$ cat config.mk
export PLATFORM = sky130hd
export DESIGN_NAME = ncs_ram
export DESIGN_NICKNAME = d
export VERILOG_FILES = /design/src/rtl/ncs_ram.sv
export SDC_FILE = /design/constraint.sdc
export NUM_CORES = 1
export LEC_CHECK = 0
export BUFFER_PORTS_ARGS = -buffer_cell sky130_fd_sc_hd__buf_2
export CORE_MARGIN = 2
export CORE_UTILIZATION = 55
export DETAILED_ROUTE_END_ITERATION = 16
export PLACE_DENSITY = 0.83
export SLEW_MARGIN = 20
export SYNTH_ARGS = -nofsm -noshare
export SYNTH_HDL_FRONTEND = slang
export SYNTH_SLANG_ARGS = --single-unit
$ cat constraint.sdc
create_clock -name i_clk -period 8.9 [get_ports i_clk]
set_clock_uncertainty 0.1 [all_clocks]
set_input_delay 2.67 -clock i_clk [delete_from_list [all_inputs] [get_ports i_clk]]
set_output_delay 2.67 -clock i_clk [all_outputs]
set_load 0.01 [all_outputs]
$ cat src/rtl/ncs_ram.sv
// Generic single write port RAM with registered read.
`default_nettype none
module ncs_ram #(
    parameter int unsigned WIDTH = 32,
    parameter int unsigned DEPTH = 16,
    localparam int unsigned AW = (DEPTH > 1) ? $clog2(DEPTH) : 1
) (
    input  wire logic             i_clk,
    input  wire logic             i_we,
    input  wire logic [AW-1:0]    i_waddr,
    input  wire logic [WIDTH-1:0] i_wdata,
    input  wire logic [AW-1:0]    i_raddr,
    output logic      [WIDTH-1:0] o_rdata
);
    logic [WIDTH-1:0] r_mem [DEPTH];

    always_ff @(posedge i_clk) begin
        if (i_we) begin
            r_mem[i_waddr] <= i_wdata;
        end
        o_rdata <= r_mem[i_raddr];
    end
endmodule
`default_nettype wire

==> metrics.yaml, run 1 <==
power_density_nw_per_um2: 237
die_area_um2: 37600
postCtsSetupBuffers: 0
drtIter0Drc: 1331
r2r_cells: 3
synth_nets: 880
rsz0062_at_grt: "no"
grtUsageMet3: 0.0463
grt_pass1_wl_mm: 64.8
synth_ff_type: "edfxtp_1"
post_drt_wl_per_cell_um: 30.5
ir_drop_uv: 176
die_y_um: 194
grt_usage: 0.238
timing.rr.start: "r_mem[2][20]$_DFFE_PP_"
first_pass_iters: 5
grt.busiest_layer: "met2"
overflow: 0
drc: 0
outcome: "finished, final reports clean"
p_leak_uw: 0.00729
hold_viol_final: 0
portBuffers: 73
required_ns: 9.23
endpoint_kind: "register"
tightest_slew_ns: 1.05
yosys_warnings: 0
r2r_slack_ns: 7.35
syn_area_um2: 19900
synthCells: 838
yosys.area.top_type: "edfxtp_1"
synthTopCellsByCount: "512 x edfxtp_1, 128 x mux4_2, 64 x a22oi_1, 33 x nand2_1, 32 x dfxtp_1"
timing.rr.end: "o_rdata[20]$_DFF_P_"
clk_pin_slew_ns: 0.06
cts_hold_buf: 0
grt_use_met1: 0.335
finalSetupTns_ns: 0
layout-drive-gt1-share: 0.325
gp_congestion: 0.706
start_util: 0.558
postRouteAntennaNets: 0
dp.cells: 1352
fin_cells: 1449
die_x_um: 194
async_reset_ff_frac: 0
vias_per_cell: 6.52
dp_hpwl_mm: 20.4
antenna_found_initial: 6
clk_latency_ns: 0.56
synth_top_area_share: 0.774
fmax_mhz: 204
slew_headroom: 0.303
worstSetupPathType: "in2reg"
io_pins: 74
h-tree-depth: 2
cts_sinks: 544
routed_wl_mm: 44.2
synth-edff-count: 512
endpoint: "o_rdata[22]$_DFF_P_"
nets: 988
grt_max_degree: 67
synthTopCellsByArea: "edfxtp_1 77%, mux4_2 15%, dfxtp_1 3.2%"
cts_resized: 0
synth-seq-cells: 544
drv_slew: 0
rows: 69
routed-via-count: 9447
hold_path.class: "reg2reg"
period_needed_ns: 4.89
maxCapViolCount: 0
fin_crit_sh: 0.550
grtUsageMet2: 0.389
ys_seq_area_frac: 0.807
numCtsBuffers: 53
cts_tree: "built"
arrival_ns: 5.22
setup_viol_count_final: 0
synth.avg_cell_area_um2: 23.7
clockBufferDepth: 3
critPathLaunch: "i_raddr[0]"
post-synth-top-count-cell: "edfxtp_1"
clockRootBuffer: "clkbuf_16"
cp-start-kind: "input pin"
grt_pass1_vias: 9753
worstPathMaxFanout: 66
coreArea_um2: 35600
synth_cell_types: 18
area_growth_pct: 13.9
[critical path, cell delays in order]
cell and delay, ns:
clkbuf_8 0.59, buf_4 0.82, mux4_2 0.65, a22oi_1 0.21
nand2_1 0.12
[where the power goes]
part	switching [uW]	internal, uW
Sequential	21.5	2860
Clock	906	1310
Combinational	150	100
Total	1080	4270
[metal layers]
layer / up-vias / share of wire / wire, um
met5: - / 0.0010 / 45
met4: 8 / 0.021 / 943
met3: 81 / 0.094 / 4150
met2: 598 / 0.50 / 22300
met1: 4978 / 0.38 / 16800
li1: 3782 / - / -
[sequential cells by signal, indices dropped and copies added (netlist names)]
name,cells
o_rdata,32
r_mem,512
[per-stage QoR]
stage                     setup slack, ns   util  power (uW)  instance area, um^2  hold slack (ns)
after CTS                            3.94  0.636        5380                22600            0.569
after floorplan                      2.95      -        3080                19900            0.535
after global placement               3.56  0.587        3170                20900            0.548
after global routing                 3.74  0.636        5490                22600            0.606
final                                4.01  0.636        5350                22600            0.567
after detailed placement             3.42  0.587        3190                20900            0.552
[placed cells by master, fill, tap and decap left out]
master      count
bufinv_16       7
and2_2          1
clkinv_1        9
clkbuf_1       11
nand3b_1        2
nand2_1        33
clkinvlp_4      1
dfxtp_1        32
clkbuf_16      53
or3b_2          1
clkbuf_8        3
edfxtp_1      512
clkinv_4        1
nor3_2          4
nor2_4         13
mux4_2        128
clkinv_2       12
nand2b_1        2
buf_2          71
nand3_1         1
diode_2         1
buf_4          24
nor2b_4         2
a22oi_1        64
[worst min-delay path by stage]
stage                           start                 end  depth (start not counted)
2_1_floorplan  r_mem[14][0]$_DFFE_PP_  o_rdata[0]$_DFF_P_                          3
3_3_place_gp   r_mem[14][6]$_DFFE_PP_  o_rdata[6]$_DFF_P_                          3
3_5_place_dp   r_mem[14][3]$_DFFE_PP_  o_rdata[3]$_DFF_P_                          3
4_1_cts        r_mem[14][3]$_DFFE_PP_  o_rdata[3]$_DFF_P_                          3
5_1_grt        r_mem[14][3]$_DFFE_PP_  o_rdata[3]$_DFF_P_                          3
6_report       r_mem[14][3]$_DFFE_PP_  o_rdata[3]$_DFF_P_                          3
[logic make-up (layout without fill, tap and decap cells)]
kind of cell | count (synthesis) | in the layout | share of synthesized area
AO/OA/AOI/OAI | 64 | 64 | 0.0242
other | 0 | 1 | 0
flip-flops | 544 | 544 | 0.807
AND/OR/NAND/NOR | 59 | 59 | 0.0127
multiplexers | 128 | 128 | 0.145
buffers and inverters | 43 | 192 | 0.0112
[layout make-up]
class / instances / area (um^2)
Antenna cell: 1 / 2.50
Sequential cell: 544 / 16000
Fill cell: 2249 / 13000
Clock buffer: 66 / 1400
Clock inverter: 30 / 320
Multi-Input combinational cell: 251 / 3750
Timing Repair Buffer: 96 / 549
Tap cell: 461 / 577
(Power assumes the default switching activity.)
==> inputs of run 2 (changes only) <==
--- a/config.mk
+++ b/config.mk
@@ -9,7 +9,7 @@
 export CORE_MARGIN = 2
 export CORE_UTILIZATION = 55
 export DETAILED_ROUTE_END_ITERATION = 16
-export PLACE_DENSITY = 0.83
+export PLACE_DENSITY = 0.86
 export SLEW_MARGIN = 20
 export SYNTH_ARGS = -nofsm -noshare
 export SYNTH_HDL_FRONTEND = slang
==> constraint.sdc (replaced) <==
create_clock -name i_clk -period 4.09 [get_ports i_clk]
set_clock_uncertainty 0.1 [all_clocks]
set_input_delay 1.227 -clock i_clk [delete_from_list [all_inputs] [get_ports i_clk]]
set_output_delay 1.227 -clock i_clk [all_outputs]
set_load 0.01 [all_outputs]
==> run 2 against run 1 <==
Global-route usage down 0.50 points. Die area stayed put. Sequential share of layout area shrank 0.42 points. Count of clock-buffer cells in the layout rose by 5. Clock power increased by 110%. Final area increased by 0.60%. Critical endpoint is now r_mem[2][30]$_DFFE_PP_. Highest routed layer unchanged. Hold slack better by 0.015 ns. Worst setup slack got worse by 2.5 ns.
==> metrics.yaml, run 2 (synthesized netlist as in run 1, its figures left out) <==
outcome: "finished, final reports clean"
clockBufferDepth: 3  # unchanged
die_y_um: 194  # unchanged
gp_congestion: 0.726  # +2.8%
setup_viol_count_final: 0  # unchanged
grt_usage: 0.233  # -0.00503
holdWs_ns: 0.582  # +0.0148 ns
nets: 994  # +0.61%
fmax_mhz: 388
clk_latency_ns: 0.58  # +0.02 ns
swShare: 0.204  # +0.00248
worstSetupPathType: "in2reg"
vias_per_cell: 6.41  # -1.7%
numCtsBuffers: 51  # -3.8%
drtIter0Drc: 1090  # -18%
grt_pass1_vias: 9993  # +2.5%
cts_sinks: 544  # unchanged
register_area_um2: 16000  # unchanged
period_needed_ns: 2.58
final_common_cell: "edfxtp_1"
first_pass_iters: 6  # +1
whs_endpoint: "o_rdata[8]$_DFF_P_"
drv_slew: 0  # unchanged
postCtsSetupBuffers: 0  # unchanged
fin_cells: 1453  # +0.28%
die_area_um2: 37600  # unchanged
multiInputGateArea_um2: 3770  # +0.67%
slew_headroom: 0.431  # +0.128
endpoint_kind: "register"
fin_crit_sh: 0.631
dp_hpwl_mm: 22.6  # +11%
dp.cells: 1360  # +0.59%
final_cell_mix: "512 x edfxtp_1, 128 x mux4_2, 71 x buf_2"
p_total_uw: 11500  # +110%
p_leak_uw: 0.00733  # +0.49%
p_comb_frac: 0.049  # +0.002
hold_path_depth: 3  # unchanged
largest_reg_flops: 512  # unchanged
postRouteAntennaNets: 0  # unchanged
finalSetupTns_ns: 0  # unchanged
io_pins: 74  # unchanged
routed_wl_mm: 43.2  # -2.3%
die_x_um: 194  # unchanged
ir_drop_uv: 399  # +130%
switchingPower_uw: 2340  # +120%
tightest_slew_ns: 0.851  # -0.194 ns
timing.rr.start: "r_mem[11][25]$_DFFE_PP_"
h-tree-depth: 2  # unchanged
layout-drive-gt1-share: 0.325  # about the same
coreArea_um2: 35600  # unchanged
grt_max_degree: 69  # +3.0%
drc: 0  # unchanged
grt_pass1_wl_mm: 63.7  # -1.7%
required_ns: 4.26  # -4.97 ns
area_growth_pct: 14.6
cts_tree: "built"
portBuffers: 73  # unchanged
timing.rr.end: "o_rdata[25]$_DFF_P_"
arrival_ns: 2.75  # -2.47 ns
overflow: 0  # unchanged
maxCapViolCount: 0  # unchanged
post_drt_wl_per_cell_um: 29.8  # -2.6%
rows: 69  # unchanged
critPathLaunch: "i_waddr[2]"
start_util: 0.558  # unchanged
clockRootBuffer: "clkbuf_16"
cp-start-kind: "input pin"
clk_pin_slew_ns: 0.06  # about the same
fillers: 2236  # -0.58%
hold_viol_final: 0  # unchanged
clkPwrFrac: 0.404  # -0.010
power_density_nw_per_um2: 505  # +110%
hold_path.class: "reg2reg"
routed-via-count: 9313  # -1.4%
cts_resized: 0  # unchanged
internal_power_uw: 9140  # +110%
cts_hold_buf: 0  # unchanged
seqPwrFrac: 0.547  # +0.008
top_regs: "r_mem: 512 flops, o_rdata: 32 flops"
rsz0062_at_grt: "no"
r2r_cells: 3  # unchanged
worstPathMaxFanout: 18  # -73%
hp-start: "r_mem[13][8]$_DFFE_PP_"
antenna_found_initial: 4  # -2
top_register: "r_mem"
r2r_slack_ns: 2.56  # -4.79 ns
[run 2: changes by cell type in the layout (fill, tap and decap cells not counted), moves of 2 or more]
cell / before / now
nor3_2: 4 / 0
bufinv_16: 7 / 4
clkinv_1: 9 / 7
buf_4: 24 / 21
buf_12: 0 / 11
clkbuf_1: 11 / 15
nor3_4: 0 / 4
clkinv_2: 12 / 6
[run 2: stage by stage]
| stage | util | worst slack, ns | instance area [um^2] |
|---|---|---|---|
| 2_1_floorplan | - | 0.455 | 19900 |
| 3_3_place_gp | 0.594 | 0.924 | 21100 |
| 3_5_place_dp | 0.594 | 0.914 | 21100 |
| 4_1_cts | 0.639 | 1.51 | 22700 |
| 5_1_grt | 0.639 | 1.38 | 22700 |
| 6_report | 0.639 | 1.51 | 22700 |
[run 2: metal layers]
metal | wire, um | part of all wire | vias up | track usage
li1 | - | - | 3798 | -
met1 | 15900 | 0.37 | 4939 | 0.298
met2 | 23000 | 0.53 | 485 | 0.405
met3 | 3100 | 0.072 | 89 | 0.0437
met4 | 1180 | 0.027 | 2 | 0.0814
met5 | 13 | 0.00030 | - | 0
[run 2: critical path, cell delays in order]
cell and delay, ns:
buf_2 0.11, or3b_2 0.60, nor2_4 0.54, buf_12 0.26
[run 2: how the worst max path moves through the flow]
stage	slack [ns]	cells past startpoint	end
6_report	1.51	4	r_mem[2][30]$_DFFE_PP_
5_1_grt	1.38	5	o_rdata[20]$_DFF_P_
4_1_cts	1.51	4	r_mem[2][30]$_DFFE_PP_
3_5_place_dp	0.91	4	r_mem[2][2]$_DFFE_PP_
3_3_place_gp	0.92	4	r_mem[2][2]$_DFFE_PP_
2_1_floorplan	0.45	2	r_mem[1][0]$_DFFE_PP_
[run 2: area by class of cell]
cell class	instances	area share
clock inverter	20	0.00891
multi-input combinational	251	0.166
sequential	544	0.704
clock buffer	71	0.0626
timing repair buffer	104	0.0328
antenna	2	0.000220
tap	461	0.0254
[run 2: power groups by stage]
stage | Sequential [uW] | Clock (uW) | Combinational [uW]
2_1_floorplan | 6400 | 0 | 300
3_3_place_gp | 6390 | 0 | 542
3_5_place_dp | 6400 | 0 | 562
4_1_cts | 6280 | 4670 | 571
5_1_grt | 6290 | 4870 | 605
6_report | 6280 | 4630 | 565
