File: src/rtl/ncs_pkg.sv
// Shared types, constants and saturation helpers for the cubic spline block.
`default_nettype none
package ncs_pkg;

    localparam int unsigned MAX_POINTS = 16;

    localparam int unsigned CRD_W = 32;
    localparam int unsigned ACC_W = 48;
    localparam int unsigned WIDE_W = 52;
    localparam int unsigned FAC_W = 24;
    localparam int unsigned T_W = 17;
    localparam int unsigned SEG_W = 4;
    localparam int unsigned DEN_W = 26;
    localparam int unsigned MUL_LAT = 3;

    localparam logic [FAC_W-1:0] FACTOR_FIRST = 24'h800000;
    localparam logic [T_W-1:0] T_ONE = 17'h10000;
    localparam logic [DEN_W:0] DEN_MID = 27'h4000000;
    localparam logic [DEN_W:0] DEN_LAST = 27'h2000000;

    typedef enum logic [1:0] {
        ST_OK        = 2'd0,
        ST_NO_SPLINE = 2'd1,
        ST_BAD_SEG   = 2'd2
    } t_status;

    typedef enum logic [3:0] {
        LOP_NONE,
        LOP_FW_CAP,
        LOP_FW_START,
        LOP_FW_WRITE,
        LOP_BS_CAP,
        LOP_BS_CAPB,
        LOP_BS_SLOPE,
        LOP_BS_COEF,
        LOP_EV_START0,
        LOP_EV_ACC_B,
        LOP_EV_ACC_C,
        LOP_EV_START,
        LOP_EV_FIN
    } t_lop;

    typedef struct packed {
        t_lop op;
        logic first;
    } t_lane_ctl;

    typedef struct packed {
        logic              req_type;
        logic signed [31:0] point_x;
        logic signed [31:0] point_y;
        logic signed [31:0] point_z;
        logic              last_point;
        logic [3:0]        segment;
        logic [16:0]       param_t;
    } t_in;

    typedef struct packed {
        logic signed [31:0] out_x;
        logic signed [31:0] out_y;
        logic signed [31:0] out_z;
        logic [1:0]         status;
    } t_out;

    function automatic logic signed [ACC_W-1:0] f_sat48(input logic signed [WIDE_W-1:0] v);
        if (v[WIDE_W-1:ACC_W-1] == '0 || v[WIDE_W-1:ACC_W-1] == '1) begin
            return v[ACC_W-1:0];
        end else if (v[WIDE_W-1]) begin
            return {1'b1, {(ACC_W-1){1'b0}}};
        end else begin
            return {1'b0, {(ACC_W-1){1'b1}}};
        end
    endfunction

    function automatic logic signed [CRD_W-1:0] f_sat32(input logic signed [WIDE_W-1:0] v);
        if (v[WIDE_W-1:CRD_W-1] == '0 || v[WIDE_W-1:CRD_W-1] == '1) begin
            return v[CRD_W-1:0];
        end else if (v[WIDE_W-1]) begin
            return {1'b1, {(CRD_W-1){1'b0}}};
        end else begin
            return {1'b0, {(CRD_W-1){1'b1}}};
        end
    endfunction

endpackage
`default_nettype wire

File: src/rtl/ncs_recip.sv
// Bit-serial reciprocal unit for the sweep factors: round(2^48 / den).
`default_nettype none
module ncs_recip (
    input  wire logic                        i_clk,
    input  wire logic                        i_rst_n,
    input  wire logic                        i_start,
    input  wire logic [ncs_pkg::DEN_W-1:0]   i_den,
    output logic                             o_done,
    output logic      [ncs_pkg::FAC_W-1:0]   o_q
);
    localparam int unsigned DW = ncs_pkg::DEN_W;
    localparam int unsigned QW = ncs_pkg::FAC_W;

    logic          r_busy;
    logic          r_done;
    logic [4:0]    r_cnt;
    logic [DW-1:0] r_den;
    logic [DW-1:0] r_rem;
    logic [QW-1:0] r_low;
    logic [QW-1:0] r_q;
    logic [DW:0]   w_trial;
    logic          w_ge;

    assign w_trial = {r_rem, r_low[QW-1]};
    assign w_ge    = (w_trial >= {1'b0, r_den});

    always_ff @(posedge i_clk) begin
        if (!i_rst_n) begin
            r_busy <= 1'b0;
            r_done <= 1'b0;
            r_cnt  <= '0;
        end else begin
            r_done <= 1'b0;
            if (i_start) begin
                r_busy <= 1'b1;
                r_cnt  <= '0;
                r_den  <= i_den;
                // dividend is 2^48 + den/2; top bits seed the remainder
                r_rem  <= {2'b01, {(DW-3){1'b0}}, i_den[DW-1]};
                r_low  <= i_den[QW:1];
                r_q    <= '0;
            end else if (r_busy) begin
                r_rem <= w_ge ? DW'(w_trial - {1'b0, r_den}) : DW'(w_trial);
                r_low <= {r_low[QW-2:0], 1'b0};
                r_q   <= {r_q[QW-2:0], w_ge};
                r_cnt <= r_cnt + 5'd1;
                if (r_cnt == 5'(QW - 1)) begin
                    r_busy <= 1'b0;
                    r_done <= 1'b1;
                end
            end
        end
    end

    assign o_done = r_done;
    assign o_q    = r_q;
endmodule
`default_nettype wire

File: config.mk
export PLATFORM = sky130hd
export DESIGN_NAME = ncs_recip
export DESIGN_NICKNAME = d
export VERILOG_FILES = /design/src/rtl/ncs_pkg.sv /design/src/rtl/ncs_recip.sv
export SDC_FILE = /design/constraint.sdc
export NUM_CORES = 1
export LEC_CHECK = 0
export CORE_MARGIN = 3
export CORE_UTILIZATION = 52
export DETAILED_ROUTE_END_ITERATION = 7
export DONT_BUFFER_PORTS = 1
export PLACE_DENSITY = 0.67
export SLEW_MARGIN = 20
export SYNTH_ARGS = -nofsm -noshare
export SYNTH_HDL_FRONTEND = slang
export SYNTH_SLANG_ARGS = --single-unit
File: constraint.sdc
create_clock -name i_clk -period 3.6 [get_ports i_clk]
set_input_delay 0.72 -clock i_clk [delete_from_list [all_inputs] [get_ports i_clk]]
set_output_delay 0.72 -clock i_clk [all_outputs]
set_load 0.03 [all_outputs]
==> results.sh, run 1 <==
export IMPL_areaGrowthSynthToFinish_pct=5.426
export IMPL_clock_tree_skew_after_final_layout_ps=11.52
export IMPL_criticalPathCategory="flop to flop"
export IMPL_buffers_inserted_during_post_cts_setup_optimization=0
export IMPL_yosys_register_bits=107
export IMPL_die_y_um=110.5
export IMPL_timing_worst_slew_pin_value_ps=994.4
export IMPL_final_core_utilization=0.5716
export IMPL_drv_max_cap_violation_count=0
export IMPL_grt_start_max_net_pins=76
export IMPL_ioPinCount=54
export IMPL_part_of_the_cycle_the_worst_path_needs=0.8803
export IMPL_p_total_uw=2878
export IMPL_cellInternalPower_uw=2016
export IMPL_total_congestion_overflow=0
export IMPL_drt_drc_violations_left=0
export IMPL_worst_ir_drop_vdd_uv=383.9
export IMPL_layout_filler_cell_count=909
export IMPL_area_sequential_sq_um=3143
export IMPL_seq_power_share=0.538
export IMPL_route_detailed_vias_per_inst=5.663
export IMPL_synth_enable_flop_cells=100
export IMPL_power_density_nw_per_um2=481.2
export IMPL_rsz0062_at_grt="false"
export IMPL_setup_slack_ps=430.8
export IMPL_yosysUniqueCellTypes=48
export IMPL_start_kind="flop"
export IMPL_synth_fp_nets=537
export IMPL_post_drt_wl_per_cell_um=17.20
export IMPL_post_synth_inst_count=480
export IMPL_clockPowerShare=0.234
export IMPL_preCtsSetupSlack_ps=435.6
export IMPL_port_buffer_count=0
export IMPL_cts_htree_levels=3
export IMPL_die_area_sq_um=12200
export IMPL_place_congestion=0.8612
export IMPL_firstDrtPassIters=4
export IMPL_finalHoldWorstSlack_ps=417.3
export IMPL_synth_area_sq_um=5673
export IMPL_slew_violations=0
export IMPL_grt_antenna_before_repair=0
export IMPL_num_antenna_cells=0
export IMPL_switchingPower_uw=862.5
export IMPL_yosysWarningCount=0
export IMPL_worstPathArrival_ps=3320
export IMPL_totalWireLength_um=10680
export IMPL_clkSlewWorstSetupHoldPaths_ps=100
export IMPL_groute_usage_overall=0.1812
export IMPL_initial_util=0.5422
export IMPL_relSlewSlack=0.3345
export IMPL_endpoint_kind="flop"
export IMPL_layout_nets=537
export IMPL_p_leak_uw=0.002343
export IMPL_run_status="complete, no violations"
export IMPL_synth_area_per_cell_sq_um=11.82
export IMPL_ctsLongestPathBuffers=2
export IMPL_seq_area_frac_synth=0.5540
export IMPL_drt_iter0_drc=157
export IMPL_synth_async_sr_flop_share=0
export IMPL_die_width_um=110.5
export IMPL_first_pass_grt_wire_length_um=17900
export IMPL_via_count=3517
export IMPL_setup_violations=0
export IMPL_tmin_final_ps=3169
export IMPL_root_buffer="sky130_fd_sc_hd__clkbuf_8"
export IMPL_multi_input_area_sq_um=2295
export IMPL_required_ps=3760
export IMPL_share_of_cells_above_drive_strength_1=0.1134
export IMPL_worst_path_fanout_max=26
export IMPL_cts_buffers=9
export IMPL_holdCritPathClass="input pin to flop"
export IMPL_insertion_delay_ps=390
export IMPL_cts_tree="yes"
export IMPL_switching_share=0.2997
export IMPL_cts_sink_count=107
export IMPL_fmaxAchievable_mhz=315.5
export IMPL_num_rows=37
export IMPL_comb_power_share=0.228
export IMPL_final_setup_tns_ps=0
export IMPL_estimated_wirelength_of_the_detail_placed_design_um=7345
export IMPL_hold_viol_final=0
export IMPL_postRouteAntennaNets=0
export IMPL_grt_pass1_vias=3616
export IMPL_ctsHoldBuffers=0
export IMPL_cts_repair_resize_count=0
export IMPL_ys_dominant_reg_cell="sky130_fd_sc_hd__edfxtp_1"
export IMPL_core_area_sq_um=10460
## layout by cell type, fill, tap and decap left out, types with 3 or more instances in the layout
cell type / Yosys / routed
sky130_fd_sc_hd__edfxtp_1: 100 / 100
sky130_fd_sc_hd__nor2_1: 44 / 44
sky130_fd_sc_hd__inv_1: 40 / 39
sky130_fd_sc_hd__ha_1: 27 / 27
sky130_fd_sc_hd__nor2b_1: 26 / 26
sky130_fd_sc_hd__mux2_2: 24 / 24
sky130_fd_sc_hd__nand2_1: 24 / 24
sky130_fd_sc_hd__a21oi_1: 23 / 23
sky130_fd_sc_hd__mux2i_1: 20 / 20
sky130_fd_sc_hd__xnor2_1: 19 / 19
sky130_fd_sc_hd__nand3_1: 15 / 15
sky130_fd_sc_hd__o21ai_0: 10 / 10
sky130_fd_sc_hd__a31oi_1: 9 / 9
sky130_fd_sc_hd__clkbuf_8: 0 / 9
sky130_fd_sc_hd__and3_1: 8 / 8
sky130_fd_sc_hd__a21o_1: 8 / 8
sky130_fd_sc_hd__nand4_1: 7 / 7
sky130_fd_sc_hd__o21bai_1: 7 / 7
sky130_fd_sc_hd__dfxtp_1: 7 / 7
sky130_fd_sc_hd__buf_4: 0 / 7
sky130_fd_sc_hd__xor2_1: 6 / 6
sky130_fd_sc_hd__nor3_1: 4 / 4
sky130_fd_sc_hd__o221ai_1: 3 / 3
## cell families after synthesis
group | after synthesis | synth area share
buffers and inverters | 58 | 0.04146
DFF | 107 | 0.5540
adders and majority gates | 28 | 0.06308
and+or+nand+nor | 136 | 0.1178
AOI/OAI and AO/OA | 82 | 0.1021
xor gates and xnor gates | 25 | 0.03860
muxes | 44 | 0.08293
## worst max-delay path, stage by stage (launching register included)
cell	delay (ps)
sky130_fd_sc_hd__edfxtp_1	410
sky130_fd_sc_hd__ha_1	410
sky130_fd_sc_hd__and3_1	290
sky130_fd_sc_hd__nand2_1	70
sky130_fd_sc_hd__a31oi_1	220
sky130_fd_sc_hd__a2111o_1	240
sky130_fd_sc_hd__a311oi_4	150
sky130_fd_sc_hd__o21ai_4	790
sky130_fd_sc_hd__mux2i_1	290
sky130_fd_sc_hd__nor2_1	60
## power by group through the flow
stage                     logic [uW]  clock network, uW  registers, uW
final                            656                673           1550
after floorplan                  543                  0           1570
after global routing             734                747           1560
after detailed placement         652                  0           1580
after CTS                        656                708           1550
after global placement           637                  0           1580
## per-layer routing
metal,vias up,routed length [um],track usage
li1,1732,-,-
met1,1695,5016,0.2406
met3,13,499,0.04986
met5,-,0,0
met4,0,182,0.06979
met2,77,4985,0.2840
## state kept, by name, indices dropped and copies added, names as in the netlist
signal / flops
r_den: 26
r_rem: 26
o_q: 24
r_low: 24
r_cnt: 5
o_done: 1
r_busy: 1
## synth_stat cells (all sizes together) (2+ instances only)
cell / number / share of area
edfxtp: 100 / 0.53
nor2: 44 / 0.029
inv: 40 / 0.026
ha: 27 / 0.060
nor2b: 26 / 0.029
mux2: 24 / 0.048
nand2: 24 / 0.016
a21oi: 23 / 0.020
mux2i: 20 / 0.035
xnor2: 19 / 0.029
nand3: 15 / 0.013
clkbuf: 14 / 0.0093
o21ai: 11 / 0.012
a31oi: 9 / 0.0099
a21o: 8 / 0.011
and3: 8 / 0.0088
dfxtp: 7 / 0.025
nand4: 7 / 0.0077
o21bai: 7 / 0.0093
xor2: 6 / 0.0093
a211oi: 4 / 0.0071
buf: 4 / 0.0057
nor3: 4 / 0.0035
o221ai: 3 / 0.0046
a31o: 2 / 0.0031
a41oi: 2 / 0.0031
and2: 2 / 0.0022
and4: 2 / 0.0035
o211ai: 2 / 0.0026
o21a: 2 / 0.0026
## final timing paths
path / startpoint / end / slack, ps / cells past startpoint
worst min-delay path: i_den[12] / r_den[12] / 420 / 0
worst min register to register: r_cnt[4] / r_cnt[4] / 530 / 2
worst max register to register: r_rem[7] / r_rem[11] / 430 / 9
worst max-delay path: r_rem[7] / r_rem[11] / 430 / 9
## per-stage QoR
stage	instances	instance area (sq um)
finish	621	5981
global route	621	5981
CTS	621	5981
detailed placement	605	5811
global placement	605	5811
floorplan	480	5673
## layout make-up
type                       instances  area share
clock inverter                     6    0.007113
multi-input combinational        315      0.3837
tap                              136     0.02845
inverter                          40     0.02510
clock buffer                      10     0.02134
sequential                       107      0.5255
timing repair buffer               7    0.008787
Note: power is estimated with default switching activity, not from simulation.
==> run 2, diff against run 1 <==
--- a/config.mk
+++ b/config.mk
@@ -6,10 +6,10 @@
 export NUM_CORES = 1
 export LEC_CHECK = 0
 export CORE_MARGIN = 3
-export CORE_UTILIZATION = 52
+export CORE_UTILIZATION = 25
 export DETAILED_ROUTE_END_ITERATION = 7
 export DONT_BUFFER_PORTS = 1
-export PLACE_DENSITY = 0.67
+export SKIP_CTS_REPAIR_TIMING = 1
 export SLEW_MARGIN = 20
 export SYNTH_ARGS = -nofsm -noshare
 export SYNTH_HDL_FRONTEND = slang
==> run 2 against run 1 <==
Sequential share of layout area decreased by 2.4 points; power increased by 11%; utilization decreased by 29 points; register-to-register slack about the same; first-iteration DRC count increased by 76%; non-clock buffer count decreased by 1; cell count increased by 23%; die area increased by 100%; clock power increased by 45%; critical path depth unchanged; hold slack improved by 34 ps; fmax increased by 0.28%; critical endpoint is now r_rem[15]; largest cell class unchanged.
==> results.sh, run 2 (synthesis results as in run 1) <==
export IMPL_grt_antenna_before_repair=0
export IMPL_required_ps=3710
export IMPL_drt_drc_violations_left=0
export IMPL_holdPathStages=0
export IMPL_clkSlewWorstSetupHoldPaths_ps=70
export IMPL_worst_ir_drop_vdd_uv=224.1
export IMPL_totalWireLength_um=11730
export IMPL_die_y_um=156.6
export IMPL_estimated_wirelength_of_the_detail_placed_design_um=8054
export IMPL_cts_tree="yes"
export IMPL_r2r_worst_path_cells=9
export IMPL_layout_top_registers="r_den: 26 flops, r_rem: 26 flops"
export IMPL_firstDrtPassIters=5
export IMPL_via_count=3568
export IMPL_timing_rr_end="r_rem[15]"
export IMPL_port_buffer_count=0
export IMPL_grt_pass1_vias=3675
export IMPL_worst_r2r_setup_slack_ps=440
export IMPL_worstSetupStartpoint="r_rem[7]"
export IMPL_fmaxAchievable_mhz=316.4
export IMPL_cts_htree_levels=3
export IMPL_post_drt_wl_per_cell_um=15.36
export IMPL_power_density_nw_per_um2=507.7
export IMPL_clock_tree_skew_after_final_layout_ps=14.64
export IMPL_first_pass_grt_wire_length_um=19360
export IMPL_placement_cell_area_sq_um=5983
export IMPL_min_from="i_den[19]"
export IMPL_share_of_cells_above_drive_strength_1=0.1074
export IMPL_relSlewSlack=0.3245
export IMPL_most_used_cells_in_the_layout_excluding_fill_and_tap_cells="sky130_fd_sc_hd__edfxtp_1, sky130_fd_sc_hd__nor2_1, sky130_fd_sc_hd__inv_1"
export IMPL_cts_sink_count=107
export IMPL_die_area_sq_um=24530
export IMPL_reg2reg_from="r_rem[7]"
export IMPL_num_antenna_cells=0
export IMPL_holdCritPathClass="input pin to flop"
export IMPL_part_of_the_cycle_the_worst_path_needs=0.8779
export IMPL_worst_hold_path_endpoint="r_den[19]"
export IMPL_run_status="complete, no violations"
export IMPL_worst_path_fanout_max=26
export IMPL_drv_max_cap_violation_count=0
export IMPL_drt_iter0_drc=277
export IMPL_die_width_um=156.6
export IMPL_initial_util=0.2576
export IMPL_criticalPathCategory="flop to flop"
export IMPL_layout_cells_most_common="sky130_fd_sc_hd__edfxtp_1"
export IMPL_route_detailed_vias_per_inst=4.670
export IMPL_grt_start_max_net_pins=76
export IMPL_root_buffer="sky130_fd_sc_hd__clkbuf_16"
export IMPL_core_area_sq_um=22030
export IMPL_insertion_delay_ps=360
export IMPL_total_congestion_overflow=0
export IMPL_setup_violations=0
export IMPL_final_core_utilization=0.2847
export IMPL_timing_worst_slew_pin_value_ps=1009
export IMPL_rsz0062_at_grt="false"
export IMPL_groute_usage_overall=0.09981
export IMPL_hold_viol_final=0
export IMPL_areaGrowthSynthToFinish_pct=10.54
export IMPL_place_congestion=0.9007
export IMPL_start_kind="flop"
export IMPL_num_rows=54
export IMPL_postRouteAntennaNets=0
export IMPL_final_cell_area_sq_um=6271
export IMPL_ctsLongestPathBuffers=2
export IMPL_final_setup_tns_ps=0
export IMPL_layout_nets=536
export IMPL_worstPathArrival_ps=3270
export IMPL_cts_buffers=9
export IMPL_endpoint_kind="flop"
export IMPL_tmin_final_ps=3160
export IMPL_p_leak_uw=0.002392
export IMPL_slew_violations=0
export IMPL_ioPinCount=54
-- run 2: layer usage --
layer  part of all wire  global-route usage  up-vias
met5                  0                   0        -
met2               0.46              0.1529       72
met4              0.015             0.03251        0
li1                   -                   -     1738
met3              0.058             0.03595       16
met1               0.46              0.1317     1742
-- run 2: power by group --
group / switching (uW) / internal [uW]
Sequential: 72.0 / 1480
Clock: 438 / 540
Combinational: 370 / 284
-- run 2: area by class of cell --
class / instances / area (sq um)
fill: 2269 / 15760
multi-input combinational: 315 / 2295
tap: 280 / 350.3
timing repair buffer: 6 / 45.04
clock inverter: 4 / 51.30
sequential: 107 / 3143
clock buffer: 12 / 236.5
inverter: 40 / 150.1
-- run 2: how the worst max path moves through the flow --
| stage | slack [ps] | cells after the start | to |
|---|---|---|---|
| finish | 440 | 9 | r_rem[15] |
| global route | 150 | 9 | r_rem[7] |
| CTS | 400 | 9 | r_rem[15] |
| detailed placement | 410 | 9 | r_rem[15] |
| global placement | 520 | 9 | r_rem[8] |
| floorplan | 610 | 3 | o_q[0] |
-- run 2: worst max-delay path, cell delays in order, from the launching register on --
cell and delay (ps):
sky130_fd_sc_hd__edfxtp_1 390, sky130_fd_sc_hd__ha_1 410, sky130_fd_sc_hd__and3_1 300, sky130_fd_sc_hd__nand2_1 80, sky130_fd_sc_hd__a31oi_1 210, sky130_fd_sc_hd__a2111o_1 230
sky130_fd_sc_hd__a311oi_4 140, sky130_fd_sc_hd__o21ai_4 800, sky130_fd_sc_hd__mux2i_1 290, sky130_fd_sc_hd__nor2_1 60
-- run 2: per-stage QoR --
| stage | cells | power, uW | setup slack (ps) | hold slack, ps |
|---|---|---|---|---|
| 6_report | 764 | 3184 | 439.6 | 451.0 |
| 5_1_grt | 764 | 3365 | 149.6 | 427.7 |
| 4_1_cts | 764 | 3226 | 396.9 | 431.3 |
| 3_5_place_dp | 748 | 2231 | 410.7 | 527.1 |
| 3_3_place_gp | 748 | 2217 | 519.3 | 485.3 |
| 2_1_floorplan | 480 | 2108 | 606.6 | 472.1 |
